**config.mk**
```make
export PLATFORM = sky130hd
export DESIGN_NAME = line_position_centroid
export DESIGN_NICKNAME = d
export VERILOG_FILES = /design/src/design/lcen_pkg.sv /design/src/design/lcen_lane.sv /design/src/design/lcen_merge.sv /design/src/design/lcen_div.sv /design/src/design/line_position_centroid.sv
export SDC_FILE = /design/constraint.sdc
export NUM_CORES = 1
export LEC_CHECK = 0
export BUFFER_PORTS_ARGS = -buffer_cell sky130_fd_sc_hd__buf_2
export CELL_PAD_IN_SITES_DETAIL_PLACEMENT = 1
export CELL_PAD_IN_SITES_GLOBAL_PLACEMENT = 1
export CORE_ASPECT_RATIO = 1.75
export CORE_MARGIN = 2
export CORE_UTILIZATION = 53
export DETAILED_ROUTE_END_ITERATION = 8
export GPL_TIMING_DRIVEN = 0
export HOLD_SLACK_MARGIN = 0.15
export PLACE_DENSITY = 0.86
export SYNTH_ARGS = -nofsm -noshare
export SYNTH_HDL_FRONTEND = slang
export SYNTH_SLANG_ARGS = --single-unit
```
**constraint.sdc**
```tcl
create_clock -name clk_i -period 10.6 [get_ports clk_i]
set_clock_uncertainty 0.1 [all_clocks]
set_input_delay 3.18 -clock clk_i [delete_from_list [all_inputs] [get_ports clk_i]]
set_output_delay 3.18 -clock clk_i [all_outputs]
set_load 0.01 [all_outputs]
```
**src/design/lcen_pkg.sv**
```systemverilog
`timescale 1ns / 1ps
`default_nettype none

package lcen_pkg;

  // array geometry and fixed-point format
  localparam int NUM_SENSORS   = 8;
  localparam int FRACTION_BITS = 8;
  localparam int READING_W     = 8;
  localparam int POS_W         = 11;

  // derived widths
  localparam int IDX_W   = $clog2(NUM_SENSORS);
  localparam int TOTAL_W = READING_W + $clog2(NUM_SENSORS);
  localparam int WPROD_W = READING_W + IDX_W;
  localparam int WSUM_W  = READING_W + $clog2(NUM_SENSORS * (NUM_SENSORS - 1) / 2 + 1);
  localparam int DVD_W   = WSUM_W + FRACTION_BITS;
  // W <= (N-1)*T, so the quotient never exceeds (N-1) << FRACTION_BITS
  localparam int QUOT_W  = $clog2(((NUM_SENSORS - 1) << FRACTION_BITS) + 1);
  localparam int CNT_W   = $clog2(QUOT_W);
  localparam int HI_W    = DVD_W - QUOT_W;

  // array center in output units
  localparam int CENTRE = (NUM_SENSORS - 1) << (FRACTION_BITS - 1);

  localparam logic signed [POS_W-1:0] POS_MAX = POS_W'(CENTRE);
  localparam logic signed [POS_W-1:0] POS_MIN = -POS_MAX;

  typedef logic [READING_W-1:0] reading_t;
  typedef logic [IDX_W-1:0]     idx_t;
  typedef logic [WPROD_W-1:0]   wprod_t;
  typedef logic [TOTAL_W-1:0]   total_t;
  typedef logic [WSUM_W-1:0]    wsum_t;
  typedef logic [DVD_W-1:0]     dvd_t;
  typedef logic [QUOT_W-1:0]    quot_t;
  typedef logic signed [POS_W-1:0] pos_t;

  typedef enum logic [2:0] {
    ST_IDLE,
    ST_SUM,
    ST_CHK,
    ST_DIV,
    ST_RES
  } lcen_state_e;

endpackage

`default_nettype wire

```
**src/design/lcen_lane.sv**
```systemverilog
`timescale 1ns / 1ps
`default_nettype none

// One sensor lane: captures its reading and forms the index-weighted value.
module lcen_lane (
  input  wire                 clk_i,
  input  wire                 load_i,
  input  lcen_pkg::reading_t  reading_i,
  input  lcen_pkg::idx_t      idx_i,
  output lcen_pkg::reading_t  reading_o,
  output lcen_pkg::wprod_t    weighted_o
);
  import lcen_pkg::*;

  reading_t reading_q;

  always_ff @(posedge clk_i) begin
    if (load_i) begin
      reading_q <= reading_i;
    end
  end

  assign reading_o  = reading_q;
  assign weighted_o = WPROD_W'(reading_q) * WPROD_W'(idx_i);

endmodule

`default_nettype wire

```
**src/design/lcen_merge.sv**
```systemverilog
`timescale 1ns / 1ps
`default_nettype none

// Merge stage: adds the lane outputs into total and weighted total.
module lcen_merge (
  input  wire                                       clk_i,
  input  wire                                       en_i,
  input  lcen_pkg::reading_t [lcen_pkg::NUM_SENSORS-1:0] reading_i,
  input  lcen_pkg::wprod_t   [lcen_pkg::NUM_SENSORS-1:0] weighted_i,
  output lcen_pkg::total_t                          total_o,
  output lcen_pkg::wsum_t                           wsum_o
);
  import lcen_pkg::*;

  total_t total_d, total_q;
  wsum_t  wsum_d, wsum_q;

  always_comb begin
    total_d = '0;
    wsum_d  = '0;
    for (int i = 0; i < NUM_SENSORS; i++) begin
      total_d = total_d + TOTAL_W'(reading_i[i]);
      wsum_d  = wsum_d + WSUM_W'(weighted_i[i]);
    end
  end

  always_ff @(posedge clk_i) begin
    if (en_i) begin
      total_q <= total_d;
      wsum_q  <= wsum_d;
    end
  end

  assign total_o = total_q;
  assign wsum_o  = wsum_q;

endmodule

`default_nettype wire

```
**src/design/lcen_div.sv**
```systemverilog
`timescale 1ns / 1ps
`default_nettype none

// Restoring divider, one quotient bit per cycle. The quotient is known to
// fit in QUOT_W bits, so the upper dividend bits preload the remainder.
module lcen_div (
  input  wire               clk_i,
  input  wire               rst_ni,
  input  wire               start_i,
  input  lcen_pkg::dvd_t    dividend_i,
  input  lcen_pkg::total_t  divisor_i,
  output logic              done_o,
  output lcen_pkg::quot_t   quot_o
);
  import lcen_pkg::*;

  logic             busy_q;
  logic             done_q;
  logic [CNT_W-1:0] cnt_q;
  total_t           rem_q, rem_d;
  quot_t            lo_q;
  quot_t            quot_q;
  logic [TOTAL_W:0] trial;
  logic [TOTAL_W:0] diff;
  logic             ge;

  always_comb begin
    trial = {rem_q, lo_q[QUOT_W-1]};
    diff  = trial - {1'b0, divisor_i};
    ge    = trial >= {1'b0, divisor_i};
    rem_d = ge ? diff[TOTAL_W-1:0] : trial[TOTAL_W-1:0];
  end

  always_ff @(posedge clk_i or negedge rst_ni) begin
    if (!rst_ni) begin
      busy_q <= 1'b0;
      done_q <= 1'b0;
      cnt_q  <= '0;
    end else begin
      done_q <= 1'b0;
      if (start_i) begin
        busy_q <= 1'b1;
        cnt_q  <= CNT_W'(QUOT_W - 1);
      end else if (busy_q) begin
        cnt_q <= cnt_q - 1'b1;
        if (cnt_q == '0) begin
          busy_q <= 1'b0;
          done_q <= 1'b1;
        end
      end
    end
  end

  always_ff @(posedge clk_i) begin
    if (start_i) begin
      rem_q  <= TOTAL_W'(dividend_i[DVD_W-1:QUOT_W]);
      lo_q   <= dividend_i[QUOT_W-1:0];
      quot_q <= '0;
    end else if (busy_q) begin
      rem_q  <= rem_d;
      lo_q   <= {lo_q[QUOT_W-2:0], 1'b0};
      quot_q <= {quot_q[QUOT_W-2:0], ge};
    end
  end

  assign done_o = done_q;
  assign quot_o = quot_q;

endmodule

`default_nettype wire

```
**src/design/line_position_centroid.sv**
```systemverilog
// Line position by weighted centroid over eight sensor lanes.
// Path from input accept to output valid: merge, check, divider steps,
//   done handoff, output load; a held word skips the divider.
// The bit-serial divider makes one quotient bit per cycle. A new word is
//   taken only once the last has been loaded into the output register.
// Reset (rst_ni low, async): control idle, output empty, held position 0.
`timescale 1ns / 1ps
`default_nettype none

module line_position_centroid (
  input  wire                 clk_i,
  input  wire                 rst_ni,
  input  wire                 in_valid_i,
  output logic                in_ready_o,
  input  lcen_pkg::reading_t  reading_0_i,
  input  lcen_pkg::reading_t  reading_1_i,
  input  lcen_pkg::reading_t  reading_2_i,
  input  lcen_pkg::reading_t  reading_3_i,
  input  lcen_pkg::reading_t  reading_4_i,
  input  lcen_pkg::reading_t  reading_5_i,
  input  lcen_pkg::reading_t  reading_6_i,
  input  lcen_pkg::reading_t  reading_7_i,
  input  wire                 scan_complete_i,
  output logic                out_valid_o,
  input  wire                 out_ready_i,
  output lcen_pkg::pos_t      position_o,
  output logic                held_o
);
  import lcen_pkg::*;

  // sequencer
  lcen_state_e state_q, state_d;

  logic lane_load;
  logic sum_en;
  logic div_start;
  logic out_load;
  logic out_free;
  logic hold_cond;

  // input capture / lanes
  reading_t [NUM_SENSORS-1:0] rd_in;
  reading_t [NUM_SENSORS-1:0] rd_lane;
  wprod_t   [NUM_SENSORS-1:0] wt_lane;
  logic                       cmp_q;

  // merge and divide
  total_t total;
  wsum_t  wsum;
  dvd_t   dividend;
  quot_t  quot;
  logic   div_done;

  // result side
  logic hold_q;
  pos_t last_pos_q;
  pos_t pos_new;
  logic out_valid_q;
  pos_t pos_q;
  logic held_q;

  assign rd_in[0] = reading_0_i;
  assign rd_in[1] = reading_1_i;
  assign rd_in[2] = reading_2_i;
  assign rd_in[3] = reading_3_i;
  assign rd_in[4] = reading_4_i;
  assign rd_in[5] = reading_5_i;
  assign rd_in[6] = reading_6_i;
  assign rd_in[7] = reading_7_i;

  // one lane per sensor element, weight = element index
  for (genvar g = 0; g < NUM_SENSORS; g++) begin : g_lane
    lcen_lane u_lane (
      .clk_i      (clk_i),
      .load_i     (lane_load),
      .reading_i  (rd_in[g]),
      .idx_i      (IDX_W'(g)),
      .reading_o  (rd_lane[g]),
      .weighted_o (wt_lane[g])
    );
  end

  always_ff @(posedge clk_i) begin
    if (lane_load) begin
      cmp_q <= scan_complete_i;
    end
  end

  lcen_merge u_merge (
    .clk_i      (clk_i),
    .en_i       (sum_en),
    .reading_i  (rd_lane),
    .weighted_i (wt_lane),
    .total_o    (total),
    .wsum_o     (wsum)
  );

  // Q = (W << FRACTION_BITS) / T
  assign dividend = DVD_W'(wsum) << FRACTION_BITS;

  lcen_div u_div (
    .clk_i      (clk_i),
    .rst_ni     (rst_ni),
    .start_i    (div_start),
    .dividend_i (dividend),
    .divisor_i  (total),
    .done_o     (div_done),
    .quot_o     (quot)
  );

  // incomplete scan or dark array: repeat the last good position
  assign hold_cond = !cmp_q || (total == '0);

  // output register parts the two sides; a new word may be taken while
  // a finished word still waits downstream
  assign out_free = !out_valid_q || out_ready_i;

  // next state
  always_comb begin
    state_d = state_q;
    case (state_q)
      ST_IDLE: begin
        if (in_valid_i) begin
          state_d = ST_SUM;
        end
      end
      ST_SUM: begin
        state_d = ST_CHK;
      end
      ST_CHK: begin
        state_d = hold_cond ? ST_RES : ST_DIV;
      end
      ST_DIV: begin
        if (div_done) begin
          state_d = ST_RES;
        end
      end
      ST_RES: begin
        if (out_free) begin
          state_d = ST_IDLE;
        end
      end
      default: begin
        state_d = ST_IDLE;
      end
    endcase
  end

  // sequencer outputs
  always_comb begin
    in_ready_o = 1'b0;
    sum_en     = 1'b0;
    div_start  = 1'b0;
    out_load   = 1'b0;
    case (state_q)
      ST_IDLE: begin
        in_ready_o = 1'b1;
      end
      ST_SUM: begin
        sum_en = 1'b1;
      end
      ST_CHK: begin
        div_start = !hold_cond;
      end
      ST_DIV: begin
      end
      ST_RES: begin
        out_load = out_free;
      end
      default: begin
      end
    endcase
  end

  assign lane_load = in_valid_i && in_ready_o;

  always_ff @(posedge clk_i or negedge rst_ni) begin
    if (!rst_ni) begin
      state_q <= ST_IDLE;
    end else begin
      state_q <= state_d;
    end
  end

  always_ff @(posedge clk_i) begin
    if (state_q == ST_CHK) begin
      hold_q <= hold_cond;
    end
  end

  // re-center: subtract half the array span, wrap to output width
  assign pos_new = hold_q ? last_pos_q : (POS_W'(quot) - POS_W'(CENTRE));

  always_ff @(posedge clk_i or negedge rst_ni) begin
    if (!rst_ni) begin
      out_valid_q <= 1'b0;
      last_pos_q  <= '0;
    end else begin
      if (out_load) begin
        out_valid_q <= 1'b1;
        if (!hold_q) begin
          last_pos_q <= pos_new;
        end
      end else if (out_ready_i) begin
        out_valid_q <= 1'b0;
      end
    end
  end

  always_ff @(posedge clk_i) begin
    if (out_load) begin
      pos_q  <= pos_new;
      held_q <= hold_q;
    end
  end

  assign out_valid_o = out_valid_q;
  assign position_o  = pos_q;
  assign held_o      = held_q;

endmodule

`default_nettype wire

```
==> results of run 1 <==
==> layout by cell type, fill, tap and decap left out, types with 19 or more instances in the layout <==
master     synthesis  layout
inv_1            211     211
edfxtp_1         115     115
fa_1             105     105
buf_2              3      85
ha_1              81      81
nand2_1           68      68
nor2_1            58      58
xnor2_1           28      28
a21oi_1           26      26
o21ai_0           23      23
dfrtp_1           21      21
clkbuf_16          0      19
==> metal layers <==
metal / up-vias / routed length [um]
met5: - / 0
met4: 0 / 2030
met3: 121 / 772
met2: 219 / 17100
met1: 3621 / 8540
li1: 3196 / -
==> critical path: stages, from the launching register on <==
cell and delay, ps:
edfxtp_1 420, ha_1 240, inv_1 80, fa_1 430
nor2b_1 180, o21ai_0 170, a21boi_0 610, o21ai_0 220
a21boi_0 310, nor2_1 130, fa_1 500, inv_1 50
fa_1 470, fa_1 490, inv_1 50, fa_1 560
inv_1 70, fa_1 530, inv_1 40, ha_1 340
nand2_1 90, o21ai_1 140, or4_1 460, nand2_1 120
o311ai_0 150
==> sequential cells by signal, indices dropped and copies added (netlist names), 3 cells and up <==
signal                   cells
g_lane.u_lane.reading_o     64
last_pos_q                  11
position_o                  11
state_q                      3
u_div.cnt_q                  4
u_div.lo_q                   3
u_div.quot_o                11
u_div.rem_q                 11
u_merge.total_o             11
u_merge.wsum_o              13
==> metrics by stage <==
step / instance area (sq um) / setup WS, ps / util / hold slack [ps] / instances
3_3_place_gp: 11100 / 4010 / 0.579 / 349 / 1242
6_report: 11800 / 3340 / 0.612 / 373 / 1276
4_1_cts: 11800 / 3380 / 0.612 / 372 / 1276
5_1_grt: 11800 / 3090 / 0.612 / 392 / 1276
3_5_place_dp: 11200 / 3680 / 0.581 / 360 / 1244
2_1_floorplan: 10400 / 4770 / - / 324 / 919
==> kinds of logic (layout without fill, tap and decap cells) <==
family,count (synthesis),in the layout,synth area share
AO/OA/AOI/OAI,111,111,0.0717
buffers and inverters,225,341,0.0829
XOR/XNOR,38,38,0.0320
multiplexers,22,22,0.0224
AND/OR/NAND/NOR,189,189,0.0866
flip-flops,148,148,0.405
adder cells (fa/ha/maj),186,186,0.299
==> cell type report <==
class / instances / area (sq um)
clock inverters: 9 / 72.6
flip-flops and latches: 148 / 4220
multi-input cells: 546 / 5340
well taps: 241 / 302
fillers: 1987 / 7440
clock buffers: 23 / 520
inverters: 211 / 792
plain buffers: 14 / 71.3
repair buffers: 84 / 442
==> worst paths after layout <==
path | from | to | slack [ps] | cells after the start
max in group asynchronous | rst_ni | last_pos_q[7]$_DFFE_PN0P_ | 7450 | 1
max | g_lane[1].u_lane.reading_o[1]$_DFFE_PP_ | u_merge.wsum_o[12]$_DFFE_PP_ | 3340 | 24
min in group asynchronous | rst_ni | u_div.cnt_q[1]$_DFFE_PN0P_ | 2600 | 1
min | u_div.quot_o[1]$_SDFFE_PP0P_ | last_pos_q[1]$_DFFE_PN0P_ | 370 | 2
max reg2reg | g_lane[1].u_lane.reading_o[1]$_DFFE_PP_ | u_merge.wsum_o[12]$_DFFE_PP_ | 3340 | 24
min reg2reg | u_div.quot_o[1]$_SDFFE_PP0P_ | last_pos_q[1]$_DFFE_PN0P_ | 370 | 2
==> impl_metrics.sql, run 1 <==
INSERT INTO impl_metrics (metric_group, metric, value, unit) VALUES
('clock_tree', 'numCtsBuffers', '17', ''),
('clock_tree', 'clk_pin_slew', '70', 'ps'),
('timing', 'report.final.slew_viol_count', '0', ''),
('outcome', 'run_status', 'finished, final reports clean', ''),
('synthesis', 'ys_top_cells_by_count', 'inv_1, edfxtp_1, fa_1, ha_1, nand2_1', ''),
('worst_setup_path', 'endpoint_kind', 'flop', ''),
('global_routing', 'antenna_violations_before_repair', '0', ''),
('clock_tree', 'cts_post_setup_buffers_inserted', '0', ''),
('global_routing', 'grt_start_max_net_pins', '44', ''),
('layout', 'diodes', '0', ''),
('placed_design', 'detailed_place_hpwl', '21800', 'um'),
('timing', 'fin_setup_tns', '0', 'ps'),
('global_routing', 'grtUsageMet1', '0.253', ''),
('timing', 'worst_slew_margin_rel', '0.327', ''),
('synthesis', 'leading_register_cell_type_out_of_synthesis', 'edfxtp_1', ''),
('global_routing', 'grt_pass1_vias', '8508', ''),
('synthesis', 'area_share_of_the_largest_cell_type_after_synthesis', '0.332', ''),
('clock_tree', 'htree_num_levels', '4', ''),
('worst_setup_path', 'critical_path_data_arrival_time', '7310', 'ps'),
('synthesis', 'post-synth-top-count-cell', 'inv_1', ''),
('floorplan', 'chipWidth', '110', 'um'),
('route', 'ant_nets', '0', ''),
('floorplan', 'floorplan.die_area', '20800', 'sq um'),
('floorplan', 'fp_rows', '67', ''),
('floorplan', 'core_region_area', '19200', 'sq um'),
('hold_path', 'hp-class', 'flop to flop', ''),
('floorplan', 'initial_utilization', '0.542', ''),
('timing', 'hold_viol', '0', ''),
('global_routing', 'met3_resource_use_gr', '0.0540', ''),
('synthesis', 'synth_edf_count', '115', ''),
('clock_tree', 'clock_tree.root_cell', 'clkbuf_16', ''),
('global_routing', 'grt_usage', '0.298', ''),
('synthesis', 'synth.top_cells.by_area', 'edfxtp_1, fa_1, ha_1', ''),
('clock_tree', 'ctsResizeCount', '0', ''),
('clock_tree', 'clkSinkCount', '148', ''),
('route', 'drt-vias-per-instance', '5.61', ''),
('synthesis', 'synth.yosys.seq_area_share', '0.405', ''),
('route', 'firstDrtPassIters', '4', ''),
('clock_tree', 'postCtsHoldBufs', '0', ''),
('global_routing', 'grt_pass1_wl', '44400', 'um'),
('timing', 'tightest_slew', '1010', 'ps'),
('layout', 'layout-drive-gt1-share', '0.138', ''),
('run', 'drv_cap', '0', ''),
('global_routing', 'gr-usage-met2', '0.583', ''),
('clock_tree', 'ctsLongestPathBuffers', '2', ''),
('layout', 'synthToLayoutAreaGrowth', '12.9', '%'),
('placed_design', 'globalplace.congestion', '0.898', ''),
('clock_tree', 'clock_insertion_delay_worst_skew', '450', 'ps'),
('synthesis', 'post_synth_instance_area', '10400', 'sq um'),
('synthesis', 'netlist-cell-type-count', '58', ''),
('route', 'vias', '7157', ''),
('timing', 'setup-violations-final', '0', ''),
('timing', 'final_min_period_over_clock_period', '0.685', ''),
('timing', 'rsz0062_at_grt', 'no', ''),
('global_routing', 'grt_overflow_total', '0', ''),
('placed_design', 'port_buffers', '82', ''),
('worst_setup_path', 'critical_path_required', '10650', 'ps'),
('synthesis', 'post_synth.cell_area_avg', '11.3', 'sq um'),
('worst_setup_path', 'setup.worst_path.start_class', 'flop', ''),
('synthesis', 'netlist_instances', '919', ''),
('route', 'remaining_drc_errors', '0', ''),
('floorplan', 'num_io_pins', '83', ''),
('worst_setup_path', 'path_class', 'flop to flop', ''),
('global_routing', 'grt_most_used_layer', 'met2', ''),
('layout', 'nets', '1277', ''),
('worst_setup_path', 'worstPathMaxFanout', '4', ''),
('route', 'drt-initial-drc-count', '272', ''),
('synthesis', 'postSynthRegisterBits', '148', ''),
('route', 'detail_route.wirelength', '28400', 'um'),
('synthesis', 'syn-num-nets', '1174', ''),
('clock_tree', 'tritoncts', 'yes', ''),
('synthesis', 'yosys_warnings', '0', ''),
('timing', 'fmax', '138', 'MHz'),
('synthesis', 'yosys.area.top_type', 'edfxtp_1', ''),
('route', 'routed_wire_length_per_instance', '22.2', 'um'),
('timing', 'final_period_minus_worst_setup_slack', '7260', 'ps'),
('floorplan', 'die_height', '189', 'um'),
('synthesis', 'async_flop_share', '0.142', '');
Power of run 1 is not shown: default switching activity piles up to over one toggle a cycle in this logic, so the estimate is an artifact.
==> run 2, diff against run 1 <==
ABC_AREA = 1   (was not set)
CORE_UTILIZATION = 44   (was 53)
PLACE_DENSITY = 0.78   (was 0.86)
clock period = 6.1 ns   (was 10.6 ns; I/O delays follow)
==> impl_metrics.sql, run 2 <==
INSERT INTO impl_metrics (metric_group, metric, value, unit) VALUES
('clock_tree', 'postCtsHoldBufs', '0', ''),
('synthesis', 'post_synth.cell_area_avg', '10.1', 'sq um'),
('global_routing', 'antenna_violations_before_repair', '0', ''),
('timing', 'rsz0062_at_grt', 'yes', ''),
('floorplan', 'num_io_pins', '83', ''),
('synthesis', 'synth.yosys.seq_area_share', '0.392', ''),
('outcome', 'run_status', 'finished, final reports clean', ''),
('placed_design', 'worst_slack_after_detailed_placement', '-79.8', 'ps'),
('worst_setup_path', 'critical_path_data_arrival_time', '6040', 'ps'),
('worst_setup_path', 'setup.worst_path.start_class', 'flop', ''),
('clock_tree', 'clock_insertion_delay_worst_skew', '450', 'ps'),
('synthesis', 'leading_register_cell_type_out_of_synthesis', 'edfxtp_1', ''),
('global_routing', 'grt_usage', '0.226', ''),
('synthesis', 'synth_edf_count', '115', ''),
('timing', 'worst_slew_margin_rel', '0.365', ''),
('synthesis', 'postSynthRegisterBits', '148', ''),
('timing', 'tightest_slew', '950', 'ps'),
('synthesis', 'async_flop_share', '0.142', ''),
('clock_tree', 'ctsLongestPathBuffers', '2', ''),
('route', 'firstDrtPassIters', '4', ''),
('timing', 'setup-violations-final', '0', ''),
('layout', 'final_cell_mix', 'inv_1, nand2_1, edfxtp_1, fa_1, buf_2', ''),
('synthesis', 'netlist_instances', '1071', ''),
('floorplan', 'initial_utilization', '0.448', ''),
('global_routing', 'grt_start_max_net_pins', '38', ''),
('route', 'remaining_drc_errors', '0', ''),
('worst_setup_path', 'worstPathMaxFanout', '5', ''),
('layout', 'finalCoreUtilization', '0.509', ''),
('timing', 'layout_setup_ws', '124', 'ps'),
('worst_setup_path', 'endpoint_kind', 'flop', ''),
('layout', 'layout.cell_area.non_filler', '12200', 'sq um'),
('hold_path', 'hp-class', 'flop to flop', ''),
('clock_tree', 'clkSinkCount', '148', ''),
('synthesis', 'synth.top_cells.by_area', 'edfxtp_1, fa_1, inv_1', ''),
('worst_setup_path', 'cp-endpoint', 'u_merge.wsum_o[11]$_DFFE_PP_', ''),
('floorplan', 'die_height', '211', 'um'),
('placed_design', 'placement.cell_area', '11600', 'sq um'),
('route', 'vias', '7491', ''),
('timing', 'final_period_minus_worst_setup_slack', '5980', 'ps'),
('worst_setup_path', 'critical_path_required', '6160', 'ps'),
('layout', 'area_used_by_multi_input_combinational_logic', '5410', 'sq um'),
('global_routing', 'grt_pass1_vias', '8762', ''),
('layout', 'regArea', '4220', 'sq um'),
('synthesis', 'post_synth_instance_area', '10800', 'sq um'),
('worst_setup_path', 'reg2reg_to', 'u_merge.wsum_o[11]$_DFFE_PP_', ''),
('route', 'drt-vias-per-instance', '5.01', ''),
('layout', 'nets', '1429', ''),
('worst_setup_path', 'worst-r2r-setup-slack', '120', 'ps'),
('floorplan', 'floorplan.die_area', '25800', 'sq um'),
('placed_design', 'detailed_place_hpwl', '22500', 'um'),
('clock_tree', 'clock_tree.root_cell', 'clkbuf_16', ''),
('synthesis', 'area_share_of_the_largest_cell_type_after_synthesis', '0.321', ''),
('worst_setup_path', 'cp_slowest_cell', 'fa_1', ''),
('floorplan', 'core_region_area', '24000', 'sq um'),
('global_routing', 'grt_pass1_wl', '42700', 'um'),
('layout', 'synthToLayoutAreaGrowth', '13.5', '%'),
('synthesis', 'netlist-cell-type-count', '40', ''),
('worst_setup_path', 'path_class', 'flop to flop', ''),
('clock_tree', 'tritoncts', 'yes', ''),
('clock_tree', 'htree_num_levels', '4', ''),
('worst_setup_path', 'rr_startpoint', 'g_lane[2].u_lane.reading_o[4]$_DFFE_PP_', ''),
('layout', 'diodes', '0', ''),
('timing', 'hold_viol', '0', ''),
('global_routing', 'grt_overflow_total', '0', ''),
('floorplan', 'fp_rows', '75', ''),
('floorplan', 'chipWidth', '122', 'um'),
('synthesis', 'syn-num-nets', '1326', ''),
('worst_setup_path', 'r2r_cells', '21', ''),
('timing', 'fmax', '167', 'MHz'),
('worst_setup_path', 'critPathMaxStageDelay', '550', 'ps'),
('worst_setup_path', 'timing.critical_path.cells', 'ha_2 -> nand2_1 -> inv_1 -> nand3_1 -> o221ai_1 -> xor2_2 -> fa_1 -> inv_1 -> fa_1 -> inv_1 -> fa_1 -> fa_1 -> inv_1 -> fa_1 -> inv_1 -> ha_1 -> a21oi_1 -> o21ai_2 -> nand2_1 -> o311ai_0 -> xor2_1', ''),
('placed_design', 'globalplace.congestion', '0.906', ''),
('clock_tree', 'clk_pin_slew', '70', 'ps'),
('layout', 'final.fill_count', '2782', ''),
('route', 'ant_nets', '0', ''),
('layout', 'number_of_flip_flops_in_the_largest_register', '64', ''),
('timing', 'report.final.slew_viol_count', '0', ''),
('timing', 'hold_ws', '378', 'ps'),
('synthesis', 'post-synth-top-count-cell', 'inv_1', ''),
('timing', 'final_min_period_over_clock_period', '0.980', ''),
('synthesis', 'yosys_warnings', '0', ''),
('placed_design', 'port_buffers', '82', ''),
('layout', 'layout-drive-gt1-share', '0.147', ''),
('clock_tree', 'numCtsBuffers', '17', ''),
('route', 'drt-initial-drc-count', '167', ''),
('route', 'detail_route.wirelength', '26700', 'um'),
('layout', 'mostFrequentLayoutCell', 'inv_1', ''),
('run', 'drv_cap', '0', ''),
('synthesis', 'ys_top_cells_by_count', 'inv_1, nand2_1, edfxtp_1, fa_1, ha_1', ''),
('worst_setup_path', 'cp-startpoint', 'g_lane[2].u_lane.reading_o[4]$_DFFE_PP_', ''),
('synthesis', 'yosys.area.top_type', 'edfxtp_1', ''),
('route', 'routed_wire_length_per_instance', '17.8', 'um');
-- run 2: changes by cell type after synthesis, moves of 20 or more --
cell     change
nand3_1     +28
nand2_1     +78
nand4_1     +20
inv_1       +87
xnor2_1     -20
xor2_1      +22
-- run 2: area by class of cell --
type,instances,area share
multi-input combinational,611,0.442
sequential,148,0.345
inverter,301,0.0924
clock buffer,19,0.0371
timing repair buffer,84,0.0358
tap,308,0.0315
clock inverter,13,0.00890
buffer,11,0.00696
-- run 2: cell families (layout without fill, tap and decap cells) --
family | after synthesis | after routing | share of synthesized area
DFF | 148 | 148 | 0.392
and+or+nand+nor | 286 | 286 | 0.121
AOI/OAI and AO/OA | 99 | 99 | 0.0530
adders and majority gates | 186 | 186 | 0.289
buffers and inverters | 312 | 428 | 0.113
xor gates and xnor gates | 40 | 40 | 0.0325
-- run 2: worst min-delay path by stage --
stage	endpoint	startpoint	cells past startpoint	slack, ps
2_1_floorplan	u_div.quot_o[1]$_SDFFE_PP0P_	u_div.quot_o[0]$_SDFFE_PP0P_	2	330
3_3_place_gp	u_div.quot_o[4]$_SDFFE_PP0P_	u_div.quot_o[3]$_SDFFE_PP0P_	2	340
3_5_place_dp	u_div.quot_o[5]$_SDFFE_PP0P_	u_div.quot_o[4]$_SDFFE_PP0P_	2	360
4_1_cts	u_div.quot_o[4]$_SDFFE_PP0P_	u_div.quot_o[3]$_SDFFE_PP0P_	2	380
5_1_grt	u_div.rem_q[10]$_SDFFE_PP0P_	u_div.rem_q[10]$_SDFFE_PP0P_	2	390
6_report	u_div.quot_o[5]$_SDFFE_PP0P_	u_div.quot_o[4]$_SDFFE_PP0P_	2	380
-- run 2: worst max-delay path, delay by kind of cell, from the launching register on --
family / cells / cell delay [ps]
AO/OA/AOI/OAI: 4 / 710
AND/OR/NAND/NOR: 3 / 240
flip-flops: 1 / 470
buffers and inverters: 5 / 410
adder cells (fa/ha/maj): 7 / 3240
XOR/XNOR: 2 / 530
-- run 2: per-stage QoR --
step	TNS, ps	std cells
2_1_floorplan	0	1071
3_3_place_gp	-22470	1461
3_5_place_dp	-121	1463
4_1_cts	0	1495
5_1_grt	-44.2	1495
6_report	0	1495
-- run 2: what timing repair did --
action	in CTS	in global routing
endpoints found under the setup margin	3	5
pin swaps	0	3
setup buffers	0	0
gates resized for setup	2	10
-- run 2: layer usage --
metal  track usage  wire [um]  vias to the layer above
li1              -          -                     3538
met1         0.184       7990                     3704
met2         0.454      15900                      156
met3        0.0400        579                       93
met4         0.164       2220                        0
met5             0          0                        -
Power of run 2 is left out for the same reason.
